$ cat config.mk
export PLATFORM = sky130hd
export DESIGN_NAME = ptbl_ctrl
export DESIGN_NICKNAME = d
export VERILOG_FILES = /design/src/rtl/ptbl_pkg.sv /design/src/rtl/ptbl_ctrl.sv
export VERILOG_INCLUDE_DIRS = /design/src /design/src/rtl
export SDC_FILE = /design/constraint.sdc
export NUM_CORES = 1
export LEC_CHECK = 0
export ABC_AREA = 1
export BUFFER_PORTS_ARGS = -buffer_cell sky130_fd_sc_hd__buf_2
export CORE_MARGIN = 5
export CORE_UTILIZATION = 40
export DETAILED_ROUTE_END_ITERATION = 10
export SLEW_MARGIN = 20
export SYNTH_ARGS = -nofsm -noshare
export SYNTH_HDL_FRONTEND = slang
export SYNTH_SLANG_ARGS = --single-unit
export TNS_END_PERCENT = 50
$ cat constraint.sdc
create_clock -name aclk -period 1.4 [get_ports aclk]
set_clock_uncertainty 0.05 [all_clocks]
set_input_delay 0.35 -clock aclk [delete_from_list [all_inputs] [get_ports aclk]]
set_output_delay 0.35 -clock aclk [all_outputs]
set_load 0.02 [all_outputs]
$ cat src/rtl/assert_macros.svh
// assertion macros shared by the peer table rtl
// no dependencies; included by modules that carry assertions
`ifndef ASSERT_MACROS_SVH
`define ASSERT_MACROS_SVH

// a holds at an edge implies b at the same edge
`define ASSERT_IMPLY(label, clk, rstn, a, b) \
    label: assert property (@(posedge clk) disable iff (!rstn) (a) |-> (b)) \
        else $error("implication check failed");

// a holds at an edge implies b at the next edge
`define ASSERT_NEXT(label, clk, rstn, a, b) \
    label: assert property (@(posedge clk) disable iff (!rstn) (a) |=> (b)) \
        else $error("next-cycle check failed");

`endif

$ cat src/rtl/ptbl_pkg.sv
// types and constants of the peer table
// no dependencies
package ptbl_pkg;

    localparam logic [39:0] MAGIC_VALUE    = 40'h4E414C4450;
    localparam logic [7:0]  FORMAT_VERSION = 8'h01;
    localparam int          FLAG_GOODBYE   = 0;
    localparam int          FLAG_OFFLINE   = 1;

    localparam logic [1:0] OP_DATAGRAM = 2'd0;
    localparam logic [1:0] OP_LOOKUP   = 2'd1;
    localparam logic [1:0] OP_TICK     = 2'd2;

    localparam logic [2:0] ST_OK        = 3'd0;
    localparam logic [2:0] ST_REMOVED   = 3'd1;
    localparam logic [2:0] ST_BAD_MAGIC = 3'd2;
    localparam logic [2:0] ST_OWN       = 3'd3;
    localparam logic [2:0] ST_BLOCKED   = 3'd4;
    localparam logic [2:0] ST_OFFLINE   = 3'd5;
    localparam logic [2:0] ST_PROTO     = 3'd6;
    localparam logic [2:0] ST_ZERO      = 3'd7;

    localparam logic [2:0] REG_OWN_HANDLE   = 3'd0;
    localparam logic [2:0] REG_PROTOCOL     = 3'd1;
    localparam logic [2:0] REG_OFFLINE      = 3'd2;
    localparam logic [2:0] REG_TTL          = 3'd3;
    localparam logic [2:0] REG_INTERVAL     = 3'd4;

    localparam int IN_W  = 240;
    localparam int OUT_W = 56;

    typedef enum logic [2:0] {
        KIND_NONE,
        KIND_REMOVE,
        KIND_RECORD,
        KIND_LOOKUP,
        KIND_PRUNE
    } scan_kind_t;

    typedef struct packed {
        logic [31:0] handle;
        logic [31:0] address;
        logic [15:0] port;
        logic [31:0] seen;
    } entry_t;

    // controller to datapath
    typedef struct packed {
        logic capture;
        logic rd_en;
        logic wr_en;
        logic load_out;
    } dp_cmd_t;

    // datapath to controller
    typedef struct packed {
        logic need_scan;
        logic need_write;
    } dp_status_t;

endpackage

$ cat src/rtl/ptbl_ctrl.sv
// sequencer for the peer table: item handshake, scan count, output valid
// depends on ptbl_pkg and assert_macros.svh
`include "assert_macros.svh"
module ptbl_ctrl
    import ptbl_pkg::*;
#(
    parameter int TABLE_ENTRIES = 64,
    parameter int CNT_W = 7,
    parameter int IDX_W = 6
) (
    input  logic             aclk,
    input  logic             aresetn,
    input  logic             s_tvalid,
    output logic             s_tready,
    output logic             m_tvalid,
    input  logic             m_tready,
    input  dp_status_t       status,
    output dp_cmd_t          cmd,
    output logic [IDX_W-1:0] rd_addr
);

    typedef enum logic [1:0] {S_IDLE, S_SCAN, S_WRITE, S_DONE} state_t;

    state_t           state_reg;
    logic [CNT_W-1:0] cnt_reg;
    logic             m_tvalid_reg;
    logic             out_free;

    assign s_tready = (state_reg == S_IDLE);
    assign m_tvalid = m_tvalid_reg;
    assign out_free = !m_tvalid_reg || m_tready;
    assign rd_addr  = cnt_reg[IDX_W-1:0];

    always_comb begin
        cmd          = '0;
        cmd.capture  = (state_reg == S_IDLE) && s_tvalid;
        cmd.rd_en    = (state_reg == S_SCAN) && (cnt_reg < CNT_W'(TABLE_ENTRIES));
        cmd.wr_en    = (state_reg == S_WRITE);
        cmd.load_out = (state_reg == S_DONE) && out_free;
    end

    always_ff @(posedge aclk) begin
        if (!aresetn) begin
            state_reg    <= S_IDLE;
            cnt_reg      <= '0;
            m_tvalid_reg <= 1'b0;
        end else begin
            // output valid: set on load, dropped once taken
            if (cmd.load_out) begin
                m_tvalid_reg <= 1'b1;
            end else if (m_tready) begin
                m_tvalid_reg <= 1'b0;
            end
            case (state_reg)
                S_IDLE: begin
                    cnt_reg <= '0;
                    if (s_tvalid) begin
                        state_reg <= S_SCAN;
                    end
                end
                S_SCAN: begin
                    // first cycle after capture: skip straight out if no scan; else count up, leave at table end
                    if (!status.need_scan || cnt_reg == CNT_W'(TABLE_ENTRIES)) begin
                        state_reg <= status.need_write ? S_WRITE : S_DONE;
                    end else begin
                        cnt_reg <= cnt_reg + CNT_W'(1);
                    end
                end
                S_WRITE: begin
                    state_reg <= S_DONE;
                end
                S_DONE: begin
                    if (out_free) begin
                        state_reg <= S_IDLE;
                    end
                end
                default: begin
                    state_reg <= S_IDLE;
                end
            endcase
        end
    end

    `ASSERT_NEXT(a_capture_leaves_idle, aclk, aresetn, s_tvalid && s_tready, state_reg == S_SCAN)
    `ASSERT_IMPLY(a_write_after_scan, aclk, aresetn, cmd.wr_en, status.need_write)
    `ASSERT_NEXT(a_load_sets_valid, aclk, aresetn, cmd.load_out, m_tvalid_reg)

endmodule

Yosys cells after proc, flatten, opt, wreduce, memory -nomap -nowiden --
Index checks and enable logic that the tools add are counted.
Operators by class: $add $sub $neg 1, muxes and demuxes 9, reductions and logical operators 12, order comparisons 1, equal/unequal tests 8
Operator list (number):
- 7-bit case mux with 2 select lines | 1
- 2-bit case mux with 4 select lines | 1
- 7-bit by 1-bit adder with 7-bit output (second input constant) | 1
- 7-bit == test (second input constant) | 1
- 7-bit < comparator (second input constant) | 1
- 7-bit two-way mux | 1
- 2-bit two-way mux | 3
- 2-bit != test (second input constant) | 3
- 2-bit == test (second input constant) | 2
- 2-bit nonzero test | 2
- 1-bit logical AND | 3
- 1-bit two-way mux | 3
- 3-bit AND reduction | 1
- 2-bit by 1-bit == test with 1-bit output (second input constant) | 1
- 1-bit zero test | 2
- 2-bit zero test | 1
- 1-bit logical OR | 2
- 2-bit by 1-bit != test with 1-bit output (second input constant) | 1
- 2-bit AND reduction | 1
Word-level totals: input bits 6, word-level logic and storage cells 34, flip-flop bits (word level) 10, output and inout port bits 12

Depth between registers and ports, before layout --
Gate-level depths: netlist of run 1.
word-level depth 4, mapped depth 9, depth with buffers taken out 9

Worst setup path after synthesis of run 1 --
OpenSTA, ideal clock, no wires.
path type reg-to-output, start register state_reg[0], end output cmd[3] in the netlist's numbering, setup slack 32 ps, required time 1000 ps, arrival 968 ps, path buffers 0, cell stages (with the launch flop) 5, cell sequence dfxtp_1 > inv_1 > ha_1 > nand2_1 > inv_1
RTL lines:
- from (decl) | line ptbl_ctrl.sv:24 | state_t state_reg;
- from (signal assigned) | line ptbl_ctrl.sv:64 | state_reg <= status.need_write ? S_WRITE : S_DONE;
- to (decl) | line ptbl_ctrl.sv:18 | output dp_cmd_t cmd,

==> flow_results.xml, run 1 <==
<?xml version="1.0" encoding="UTF-8"?>
<metrics>
  <group name="timing">
    <metric name="layout_worst_path_cycle_share" unit="%">107</metric>
    <metric name="grt_setup_unrepaired" unit="">true</metric>
    <metric name="maxSlewHeadroom" unit="%">84.0</metric>
    <metric name="worst_slack" unit="ns">-0.101</metric>
    <metric name="final-setup-viol-count" unit="">5</metric>
    <metric name="report.final.hold_viol_count" unit="">0</metric>
    <metric name="report.final.slew_viol_count" unit="">0</metric>
    <metric name="fin_hold_ws" unit="ns">0.348</metric>
    <metric name="fmaxAchievable" unit="MHz">666</metric>
    <metric name="min_period" unit="ns">1.50</metric>
    <metric name="worst_slew_pin_slew" unit="ns">0.240</metric>
  </group>
  <group name="yosys">
    <metric name="synth-xor-area-share" unit="%">0</metric>
    <metric name="gate_count_after_technology_mapping" unit="">110</metric>
    <metric name="yosys-mux-area-fraction" unit="%">0</metric>
    <metric name="synth_edf_count" unit="">0</metric>
    <metric name="yosysWarnings" unit="">0</metric>
    <metric name="synthDistinctLibCells" unit="">20</metric>
    <metric name="netlist_area" unit="um^2">763</metric>
    <metric name="ys_async_rst_share" unit="%">0</metric>
    <metric name="postSynthRegisterBits" unit="">10</metric>
    <metric name="ys_dominant_reg_cell" unit="">sky130_fd_sc_hd__dfxtp_1</metric>
    <metric name="avgSynthCellArea" unit="um^2">6.94</metric>
    <metric name="synth_top_area_share" unit="%">26.2</metric>
    <metric name="yosysSeqAreaShare" unit="%">26.2</metric>
    <metric name="yosysMostFrequentCell" unit="">sky130_fd_sc_hd__nand2_1</metric>
    <metric name="post_synth_and_or_nand_nor_area_fraction" unit="%">34.6</metric>
    <metric name="largest_family_of_logic_cells_by_synthesized_area" unit="">simple AND/OR/NAND/NOR gates</metric>
    <metric name="yosys.area_share.adder" unit="%">11.5</metric>
    <metric name="synthesized_area_fraction_occupied_by_ao_oa_aoi_and_oai_cells" unit="%">11.5</metric>
    <metric name="synth.cells.most_frequent" unit="">sky130_fd_sc_hd__nand2_1, sky130_fd_sc_hd__inv_1, sky130_fd_sc_hd__nand3_1, sky130_fd_sc_hd__dfxtp_1, sky130_fd_sc_hd__nor2_1</metric>
    <metric name="synth.area.top_cells" unit="">sky130_fd_sc_hd__dfxtp_1, sky130_fd_sc_hd__ha_1, sky130_fd_sc_hd__nand2_1</metric>
    <metric name="yosys.area.top_type" unit="">sky130_fd_sc_hd__dfxtp_1</metric>
    <metric name="synthesis.nets" unit="">123</metric>
  </group>
  <group name="worst_setup_path">
    <metric name="worst_ep_required_time" unit="ns">1.00</metric>
    <metric name="cp_max_fo" unit="">6</metric>
    <metric name="worstSetupPathType" unit="">flop to output port</metric>
    <metric name="worst_setup_path_start_kind" unit="">flop</metric>
    <metric name="worst-endpoint-arrival" unit="ns">1.10</metric>
    <metric name="worstSetupEndpointType" unit="">output port</metric>
    <metric name="timing.reg2reg.setup_slack" unit="ns">0.01</metric>
  </group>
  <group name="floorplanning">
    <metric name="boundary_pins" unit="">18</metric>
    <metric name="die_area" unit="mm^2">0.00288</metric>
    <metric name="placeableCoreArea" unit="mm^2">0.00176</metric>
    <metric name="die_w" unit="um">53.7</metric>
    <metric name="num_rows" unit="">15</metric>
    <metric name="initial_utilization" unit="%">43.3</metric>
    <metric name="floorplan.die.height" unit="um">53.7</metric>
  </group>
  <group name="clocking">
    <metric name="clkLatencyLatePin" unit="ns">0.26</metric>
    <metric name="clock_tree_from_tritoncts" unit="">yes</metric>
    <metric name="clkSlewWorstSetupHoldPaths" unit="ns">0.08</metric>
    <metric name="cts_num_sinks" unit="">10</metric>
    <metric name="cts_root_buf" unit="">sky130_fd_sc_hd__clkbuf_4</metric>
    <metric name="number_of_cts_inserted_buffers" unit="">3</metric>
    <metric name="h-tree-depth" unit="">1</metric>
    <metric name="ctsLongestPathBuffers" unit="">2</metric>
  </group>
  <group name="global_routing">
    <metric name="met1_usage" unit="%">14.9</metric>
    <metric name="gr-usage-met3" unit="%">3.88</metric>
    <metric name="grt_pass1_wl" unit="mm">2.82</metric>
    <metric name="maximum_number_of_pins_on_one_net_before_global_route_repair" unit="">11</metric>
    <metric name="groute.usage.overall" unit="%">13.5</metric>
    <metric name="grt_met2_use" unit="%">23.6</metric>
    <metric name="grt.busiest_layer" unit="">met2</metric>
    <metric name="grt_antenna_before_repair" unit="">0</metric>
    <metric name="grt_pass1_vias" unit="">677</metric>
    <metric name="grt_remaining_overflow" unit="">0</metric>
  </group>
  <group name="placement">
    <metric name="port_buffers" unit="">17</metric>
    <metric name="pre_cts_slack" unit="ns">-0.00287</metric>
    <metric name="place_congestion" unit="">0.790</metric>
    <metric name="dp.final_hpwl" unit="mm">1.24</metric>
  </group>
  <group name="outcome">
    <metric name="violations" unit="">setup timing</metric>
    <metric name="run_status" unit="">complete, but fails checks</metric>
  </group>
  <group name="layout">
    <metric name="area_delta_synth_final" unit="%">36.4</metric>
    <metric name="num-nets-final" unit="">146</metric>
    <metric name="post_route_cells_drive_above_1_share" unit="%">46.2</metric>
    <metric name="largest_reg_flops" unit="">7</metric>
    <metric name="final_util" unit="%">59.0</metric>
    <metric name="final.fill_count" unit="">190</metric>
    <metric name="antenna_cells_inserted" unit="">0</metric>
  </group>
  <group name="detailed_routing">
    <metric name="drc_errors" unit="">0</metric>
    <metric name="detailedRoute.firstIterationViolations" unit="">22</metric>
    <metric name="via_count" unit="">757</metric>
    <metric name="detail_route.wl_per_cell" unit="um">11.1</metric>
    <metric name="postRouteWirelength" unit="mm">1.74</metric>
    <metric name="detail_route.first_pass.iterations" unit="">4</metric>
    <metric name="detail-route-antenna-nets" unit="">0</metric>
    <metric name="drt-vias-per-instance" unit="">4.82</metric>
  </group>
  <group name="pwr">
    <metric name="power" unit="mW">1.67</metric>
    <metric name="cellLeakagePower" unit="nW">0.455</metric>
    <metric name="powerDensity" unit="mW/mm^2">1610</metric>
    <metric name="vdd_drop_max" unit="mV">1.14</metric>
  </group>
  <group name="flow_run">
    <metric name="drv.max_cap_violation_count" unit="">0</metric>
  </group>
  <group name="worst_hold_path">
    <metric name="timing.hold.worst.class" unit="">input pin to flop</metric>
  </group>
</metrics>
-- cell families (layout without fill, tap and decap cells) --
logic type | Yosys count | after routing
simple gates | 54 | 54
compound gates | 14 | 14
flops | 10 | 10
fa+ha+maj | 7 | 7
buf+inv | 25 | 47
-- cells in the final DEF, fill, tap and decap left out, drive strengths merged --
cell    instances
nand4           2
buf            25
nor3            2
nand3          13
o21bai          1
clkinv          1
inv            17
o21ai           4
nand2          24
clkbuf          4
nor2           13
ha              7
dfxtp          10
a21oi           9
-- power breakdown --
group / switching [mW] / total, mW / internal [mW]
Clock: 0.105 / 0.262 / 0.158
Combinational: 0.536 / 0.985 / 0.448
Sequential: 0.0809 / 0.424 / 0.343
Total: 0.722 / 1.67 / 0.949
-- what timing repair did --
action | CTS | global route
pin swaps | 2 | 5
gates resized for setup | 22 | 16
gates cloned | 0 | 0
hold buffers | 0 | 0
buffers inserted | 5 | 1
endpoints found under the setup margin | 9 | 14
-- layout make-up --
cell class | count | area [um^2] | share of cell area [%]
repair buffers | 25 | 173 | 16.6
clock buffers | 4 | 36.3 | 3.49
flip-flops and latches | 10 | 209 | 20.1
well taps | 25 | 31.3 | 3.00
multi-input cells | 75 | 512 | 49.2
inverters | 18 | 80.1 | 7.69
-- routing by layer --
metal  vias up  part of all wire (%)
li1        387                     -
met4         0                   1.4
met1       345                    42
met3         4                   5.4
met5         -                     0
met2        21                    51
-- final timing paths --
check          startpoint      endpoint  depth (start not counted)
max reg2reg  state_reg[0]  state_reg[0]                          8
min reg2reg      m_tvalid      m_tvalid                          2
max          state_reg[0]        cmd[3]                          5
min              m_tready      m_tvalid                          4
-- critical path, cell delays in order (launching register included) --
cell	delay [ns]
sky130_fd_sc_hd__dfxtp_4	0.41
sky130_fd_sc_hd__inv_4	0.06
sky130_fd_sc_hd__ha_4	0.16
sky130_fd_sc_hd__nand2_2	0.05
sky130_fd_sc_hd__inv_2	0.03
sky130_fd_sc_hd__buf_6	0.12
-- per-stage QoR --
step	setup TNS, ns	cell area (um^2)	cells
floorplan	0	763	110
global placement	0	846	147
detailed placement	-0.00287	846	147
CTS	-0.484	987	156
global route	-0.666	1040	157
finish	-0.384	1040	157
Power figures use the tool's default switching activity.
==> run 2, diff against run 1 <==
--- a/config.mk
+++ b/config.mk
@@ -9,8 +9,9 @@
 export ABC_AREA = 1
 export BUFFER_PORTS_ARGS = -buffer_cell sky130_fd_sc_hd__buf_2
 export CORE_MARGIN = 5
-export CORE_UTILIZATION = 40
+export CORE_UTILIZATION = 51
 export DETAILED_ROUTE_END_ITERATION = 10
+export PLACE_DENSITY = 0.76
 export SLEW_MARGIN = 20
 export SYNTH_ARGS = -nofsm -noshare
 export SYNTH_HDL_FRONTEND = slang
==> flow_results.xml, run 2 (synthesis gave the netlist of run 1 again) <==
<?xml version="1.0" encoding="UTF-8"?>
<metrics>
  <group name="outcome">
    <metric name="run_status" unit="">complete, but fails checks</metric>
    <metric name="violations" unit="">setup timing</metric>
  </group>
  <group name="global_routing">
    <metric name="grt_pass1_wl" unit="mm">2.93</metric>
    <metric name="grt_pass1_vias" unit="">682</metric>
    <metric name="grt_remaining_overflow" unit="">0</metric>
    <metric name="groute.usage.overall" unit="%">15.7</metric>
    <metric name="maximum_number_of_pins_on_one_net_before_global_route_repair" unit="">11</metric>
    <metric name="grt_antenna_before_repair" unit="">0</metric>
  </group>
  <group name="floorplanning">
    <metric name="num_rows" unit="">14</metric>
    <metric name="die_area" unit="mm^2">0.00237</metric>
    <metric name="boundary_pins" unit="">18</metric>
    <metric name="floorplan.die.height" unit="um">48.7</metric>
    <metric name="initial_utilization" unit="%">52.5</metric>
    <metric name="die_w" unit="um">48.7</metric>
    <metric name="placeableCoreArea" unit="mm^2">0.00145</metric>
  </group>
  <group name="timing">
    <metric name="layout_worst_path_cycle_share" unit="%">108</metric>
    <metric name="fin_hold_ws" unit="ns">0.322</metric>
    <metric name="grt_setup_unrepaired" unit="">true</metric>
    <metric name="fmaxAchievable" unit="MHz">659</metric>
    <metric name="min_period" unit="ns">1.52</metric>
    <metric name="maxSlewHeadroom" unit="%">80.6</metric>
    <metric name="final-setup-viol-count" unit="">5</metric>
    <metric name="report.final.slew_viol_count" unit="">0</metric>
    <metric name="worst_slew_pin_slew" unit="ns">0.290</metric>
    <metric name="report.final.hold_viol_count" unit="">0</metric>
    <metric name="worst_slack" unit="ns">-0.117</metric>
  </group>
  <group name="worst_setup_path">
    <metric name="worstSetupPathType" unit="">flop to output port</metric>
    <metric name="path_cells" unit="">ha_4, inv_2, a21oi_2, buf_4</metric>
    <metric name="worst_ep_required_time" unit="ns">1.00</metric>
    <metric name="timing.reg2reg.setup_slack" unit="ns">0.05</metric>
    <metric name="worst_setup_path_start_kind" unit="">flop</metric>
    <metric name="cp_max_fo" unit="">4</metric>
    <metric name="worstSetupEndpointType" unit="">output port</metric>
    <metric name="critical_path.slowest_cell" unit="">sky130_fd_sc_hd__dfxtp_4</metric>
    <metric name="worst-endpoint-arrival" unit="ns">1.12</metric>
    <metric name="crit_path_max_incr_delay" unit="ns">0.40</metric>
  </group>
  <group name="clocking">
    <metric name="clkSlewWorstSetupHoldPaths" unit="ns">0.08</metric>
    <metric name="h-tree-depth" unit="">1</metric>
    <metric name="ctsLongestPathBuffers" unit="">2</metric>
    <metric name="number_of_cts_inserted_buffers" unit="">3</metric>
    <metric name="cts_root_buf" unit="">sky130_fd_sc_hd__clkbuf_4</metric>
    <metric name="clkLatencyLatePin" unit="ns">0.28</metric>
    <metric name="clock_tree_from_tritoncts" unit="">yes</metric>
    <metric name="cts_hold_buf" unit="">0</metric>
    <metric name="cts_num_sinks" unit="">10</metric>
  </group>
  <group name="worst_hold_path">
    <metric name="timing.hold.worst.class" unit="">input pin to flop</metric>
  </group>
  <group name="detailed_routing">
    <metric name="drc_errors" unit="">0</metric>
    <metric name="detail_route.wl_per_cell" unit="um">13.3</metric>
    <metric name="detail-route-antenna-nets" unit="">0</metric>
    <metric name="drt-vias-per-instance" unit="">5.08</metric>
    <metric name="detailedRoute.firstIterationViolations" unit="">23</metric>
    <metric name="detail_route.first_pass.iterations" unit="">4</metric>
    <metric name="postRouteWirelength" unit="mm">1.98</metric>
    <metric name="via_count" unit="">757</metric>
  </group>
  <group name="placement">
    <metric name="place_congestion" unit="">0.854</metric>
    <metric name="port_buffers" unit="">17</metric>
    <metric name="pre_cts_slack" unit="ns">-0.0267</metric>
    <metric name="dpl_cell_area" unit="um^2">827</metric>
    <metric name="dp_cells" unit="">137</metric>
    <metric name="dp.final_hpwl" unit="mm">1.17</metric>
  </group>
  <group name="flow_run">
    <metric name="drv.max_cap_violation_count" unit="">0</metric>
  </group>
  <group name="layout">
    <metric name="final_common_cell" unit="">sky130_fd_sc_hd__nand2_1</metric>
    <metric name="fin_area" unit="mm^2">0.00106</metric>
    <metric name="finalNonFillerCells" unit="">149</metric>
    <metric name="num-nets-final" unit="">147</metric>
    <metric name="final_cell_mix" unit="">sky130_fd_sc_hd__nand2_1, sky130_fd_sc_hd__buf_2, sky130_fd_sc_hd__nand3_1, sky130_fd_sc_hd__nor2_1, sky130_fd_sc_hd__buf_4</metric>
    <metric name="area_delta_synth_final" unit="%">38.7</metric>
    <metric name="post_route_cells_drive_above_1_share" unit="%">47.4</metric>
    <metric name="antenna_cells_inserted" unit="">0</metric>
    <metric name="largest_reg_flops" unit="">7</metric>
  </group>
  <group name="pwr">
    <metric name="vdd_drop_max" unit="mV">1.08</metric>
    <metric name="cellLeakagePower" unit="nW">0.458</metric>
    <metric name="powerDensity" unit="mW/mm^2">1590</metric>
  </group>
</metrics>
run 2: layout make-up:
cell class | instances | area, um^2
timing repair buffer | 24 | 161
clock buffer | 4 | 36.3
sequential | 10 | 213
tap | 16 | 20.0
fill | 111 | 395
multi-input combinational | 77 | 546
inverter | 18 | 82.6
run 2: stage by stage:
stage | TNS (ns) | utilization, % | total power, mW
2_1_floorplan | 0 | - | 0.870
4_1_cts | -0.476 | 65.2 | 1.54
3_5_place_dp | -0.0938 | 56.9 | 1.04
5_1_grt | -0.956 | 72.8 | 1.80
3_3_place_gp | 0 | 56.9 | 1.02
6_report | -0.472 | 72.8 | 1.69
run 2: worst paths after layout:
kind	startpoint	to	depth (start not counted)
setup / recovery	state_reg[0]	cmd[0]	4
hold / removal	aresetn	state_reg[0]	3
setup reg to reg	state_reg[1]	cnt_reg[1]	7
hold reg to reg	m_tvalid	m_tvalid	2
run 2: layer usage:
metal / wire length, um / part of all wire, % / vias to the layer above / global-route usage, %
li1: - / - / 392 / -
met3: 110 / 5.6 / 4 / 3.37
met1: 799 / 40 / 340 / 19.0
met4: 53 / 2.7 / 0 / 9.87
met5: 0 / 0 / - / 0
met2: 1010 / 51 / 21 / 25.0
run 2: critical path, delay by kind of cell (launching register included):
| family | cells | cell delay, ns |
|---|---|---|
| compound gates | 1 | 0.10 |
| flops | 1 | 0.40 |
| buf+inv | 2 | 0.19 |
| fa+ha+maj | 1 | 0.14 |
run 2: power breakdown:
part	switching [mW]	internal (mW)	total [mW]
clock	0.121	0.158	0.279
combinational	0.554	0.433	0.987
sequential	0.0785	0.342	0.420
run 2: what timing repair did:
| action | in CTS | in global routing |
|---|---|---|
| resized for setup | 22 | 19 |
| gates cloned | 0 | 2 |
| pin swaps | 3 | 9 |
| setup buffers | 3 | 3 |
| endpoints found under the setup margin | 13 | 14 |
==> run 3, diff against run 2 <==
--- a/config.mk
+++ b/config.mk
@@ -8,10 +8,11 @@
 export LEC_CHECK = 0
 export ABC_AREA = 1
 export BUFFER_PORTS_ARGS = -buffer_cell sky130_fd_sc_hd__buf_2
+export CAP_MARGIN = 0
 export CORE_MARGIN = 5
-export CORE_UTILIZATION = 51
+export CORE_UTILIZATION = 53
 export DETAILED_ROUTE_END_ITERATION = 10
-export PLACE_DENSITY = 0.76
+export PLACE_DENSITY = 0.79
 export SLEW_MARGIN = 20
 export SYNTH_ARGS = -nofsm -noshare
 export SYNTH_HDL_FRONTEND = slang
==> constraint.sdc (replaced) <==
create_clock -name aclk -period 1.8 [get_ports aclk]
set_clock_uncertainty 0.05 [all_clocks]
set_input_delay 0.45 -clock aclk [delete_from_list [all_inputs] [get_ports aclk]]
set_output_delay 0.45 -clock aclk [all_outputs]
set_load 0.02 [all_outputs]
==> flow_results.xml, run 3 (synthesis gave the netlist of run 1 again) <==
<?xml version="1.0" encoding="UTF-8"?>
<metrics>
  <group name="layout">
    <metric name="final_common_cell" unit="">sky130_fd_sc_hd__nand2_1</metric>
    <metric name="num-nets-final" unit="">138</metric>
    <metric name="total_area_of_multi_input_combinational_cells" unit="um^2">444</metric>
    <metric name="post_route_cells_drive_above_1_share" unit="%">30.1</metric>
    <metric name="final_cell_mix" unit="">sky130_fd_sc_hd__nand2_1, sky130_fd_sc_hd__buf_2, sky130_fd_sc_hd__inv_1, sky130_fd_sc_hd__nand3_1, sky130_fd_sc_hd__nor2_1</metric>
    <metric name="fin_area" unit="um^2">847</metric>
    <metric name="largest_reg_flops" unit="">7</metric>
    <metric name="sequential_cell_area" unit="um^2">201</metric>
    <metric name="area_delta_synth_final" unit="%">11.0</metric>
    <metric name="final.fill_count" unit="">125</metric>
    <metric name="antenna_cells_inserted" unit="">0</metric>
  </group>
  <group name="worst_setup_path">
    <metric name="timing.reg2reg.setup_slack" unit="ns">0.42</metric>
    <metric name="crit_path_max_incr_delay" unit="ns">0.40</metric>
    <metric name="cp_max_fo" unit="">4</metric>
    <metric name="worst-endpoint-arrival" unit="ns">1.20</metric>
    <metric name="worstSetupEndpointType" unit="">output port</metric>
    <metric name="worst_setup_path_start_kind" unit="">flop</metric>
    <metric name="timing.critical_path.max_delay_family" unit="">flip-flops</metric>
    <metric name="critical_path.slowest_cell" unit="">sky130_fd_sc_hd__dfxtp_1</metric>
    <metric name="ff2ff_path_depth" unit="">8</metric>
    <metric name="cp.depth" unit="">5</metric>
    <metric name="path_cells" unit="">inv_2, ha_2, inv_1, nor2_1, buf_2</metric>
    <metric name="worst_ep_required_time" unit="ns">1.30</metric>
    <metric name="worstSetupPathType" unit="">flop to output port</metric>
    <metric name="critical_path.n_buffers_inverters" unit="">3</metric>
  </group>
  <group name="pwr">
    <metric name="vdd_drop_max" unit="mV">0.928</metric>
    <metric name="cellLeakagePower" unit="nW">0.394</metric>
    <metric name="powerDensity" unit="mW/mm^2">1130</metric>
  </group>
  <group name="timing">
    <metric name="report.final.slew_viol_count" unit="">0</metric>
    <metric name="maxSlewHeadroom" unit="%">83.0</metric>
    <metric name="min_period" unit="ns">1.70</metric>
    <metric name="tns" unit="ns">0</metric>
    <metric name="final-setup-viol-count" unit="">0</metric>
    <metric name="fin_hold_ws" unit="ns">0.417</metric>
    <metric name="report.final.hold_viol_count" unit="">0</metric>
    <metric name="fmaxAchievable" unit="MHz">588</metric>
    <metric name="layout_worst_path_cycle_share" unit="%">94.4</metric>
    <metric name="grt_setup_unrepaired" unit="">false</metric>
    <metric name="worst_slew_pin_slew" unit="ns">0.254</metric>
  </group>
  <group name="clocking">
    <metric name="ctsLongestPathBuffers" unit="">2</metric>
    <metric name="cts_root_buf" unit="">sky130_fd_sc_hd__clkbuf_4</metric>
    <metric name="h-tree-depth" unit="">1</metric>
    <metric name="number_of_cts_inserted_buffers" unit="">3</metric>
    <metric name="clkLatencyLatePin" unit="ns">0.27</metric>
    <metric name="clkSlewWorstSetupHoldPaths" unit="ns">0.06</metric>
    <metric name="cts_num_sinks" unit="">10</metric>
    <metric name="cts_hold_buf" unit="">0</metric>
    <metric name="clock_tree_from_tritoncts" unit="">yes</metric>
  </group>
  <group name="detailed_routing">
    <metric name="postRouteWirelength" unit="mm">1.53</metric>
    <metric name="detail_route.first_pass.iterations" unit="">4</metric>
    <metric name="detail_route.wl_per_cell" unit="um">11.1</metric>
    <metric name="drt-vias-per-instance" unit="">5.12</metric>
    <metric name="via_count" unit="">707</metric>
    <metric name="detail-route-antenna-nets" unit="">0</metric>
    <metric name="drc_errors" unit="">0</metric>
    <metric name="detailedRoute.firstIterationViolations" unit="">18</metric>
  </group>
  <group name="placement">
    <metric name="dp.final_hpwl" unit="mm">1.15</metric>
    <metric name="dpl_cell_area" unit="um^2">818</metric>
    <metric name="port_buffers" unit="">17</metric>
    <metric name="place_congestion" unit="">0.906</metric>
  </group>
  <group name="floorplanning">
    <metric name="num_rows" unit="">13</metric>
    <metric name="initial_utilization" unit="%">57.2</metric>
    <metric name="die_w" unit="um">48.0</metric>
    <metric name="floorplan.die.height" unit="um">48.0</metric>
    <metric name="die_area" unit="mm^2">0.00230</metric>
    <metric name="placeableCoreArea" unit="mm^2">0.00133</metric>
    <metric name="boundary_pins" unit="">18</metric>
  </group>
  <group name="worst_hold_path">
    <metric name="hold_path_depth" unit="">4</metric>
    <metric name="timing.hold.worst.class" unit="">input pin to flop</metric>
  </group>
  <group name="global_routing">
    <metric name="grt_antenna_before_repair" unit="">0</metric>
    <metric name="grt_pass1_vias" unit="">647</metric>
    <metric name="groute.usage.overall" unit="%">16.2</metric>
    <metric name="grt_pass1_wl" unit="mm">2.56</metric>
    <metric name="maximum_number_of_pins_on_one_net_before_global_route_repair" unit="">11</metric>
    <metric name="grt_remaining_overflow" unit="">0</metric>
  </group>
  <group name="flow_run">
    <metric name="drv.max_cap_violation_count" unit="">0</metric>
  </group>
  <group name="outcome">
    <metric name="run_status" unit="">finished clean</metric>
  </group>
</metrics>
## run 3: cell types whose count changed in the layout (fill, tap and decap cells not counted), moves of 3 or more
cell | before | now
sky130_fd_sc_hd__buf_2 | 12 | 17
sky130_fd_sc_hd__buf_4 | 9 | 0
sky130_fd_sc_hd__buf_6 | 3 | 0
sky130_fd_sc_hd__dfxtp_1 | 6 | 9
sky130_fd_sc_hd__dfxtp_4 | 3 | 0
sky130_fd_sc_hd__ha_4 | 4 | 0
sky130_fd_sc_hd__inv_1 | 8 | 14
sky130_fd_sc_hd__inv_2 | 6 | 2
## run 3: repair_timing
item                                    4_1_cts  5_1_grt
resized for setup                             1        3
setup buffers                                 0        0
endpoints found under the setup margin        1        2
## run 3: cell type report
cell class | count | share of cell area [%]
Multi-Input combinational cell | 75 | 52.4
Sequential cell | 10 | 23.8
Timing Repair Buffer | 17 | 10.0
Inverter | 18 | 8.86
Clock buffer | 3 | 2.66
Tap cell | 15 | 2.22
## run 3: where the power goes
group | total (mW) | leakage [nW] | internal [mW] | switching [mW]
registers | 0.293 | 0.0815 | 0.255 | 0.0372
clock network | 0.160 | 0.0138 | 0.0776 | 0.0827
logic | 0.503 | 0.299 | 0.170 | 0.333
## run 3: path summary, 6_finish.rpt
path | from | to
setup / recovery | state_reg[1] | cmd[2]
hold / removal | m_tready | m_tvalid
setup reg to reg | cnt_reg[0] | cnt_reg[2]
hold reg to reg | m_tvalid | m_tvalid
## run 3: stage by stage
step           power [mW]  utilization (%)  worst slack, ns  cells
2_1_floorplan       0.677                -            0.332    110
3_3_place_gp        0.782             61.4            0.334    135
3_5_place_dp        0.786             61.4            0.303    135
4_1_cts             0.955             63.1           0.0345    138
5_1_grt              1.05             63.5        0.0000521    138
6_report            0.956             63.5            0.101    138
## run 3: worst register-to-register path: cells and delay by family (launching register included)
family	cells	cell delay [ns]
AOI/OAI and AO/OA	1	0.13
adders and majority gates	1	0.16
and+or+nand+nor	4	0.50
buffers and inverters	2	0.14
DFF	1	0.33
## run 3: layer usage
metal / routed length, um / vias to the layer above / global-route usage, %
met1: 722 / 311 / 19.4
met3: 108 / 7 / 7.14
li1: - / 370 / -
met2: 663 / 19 / 24.8
met4: 32 / 0 / 7.53
met5: 0 / - / 0
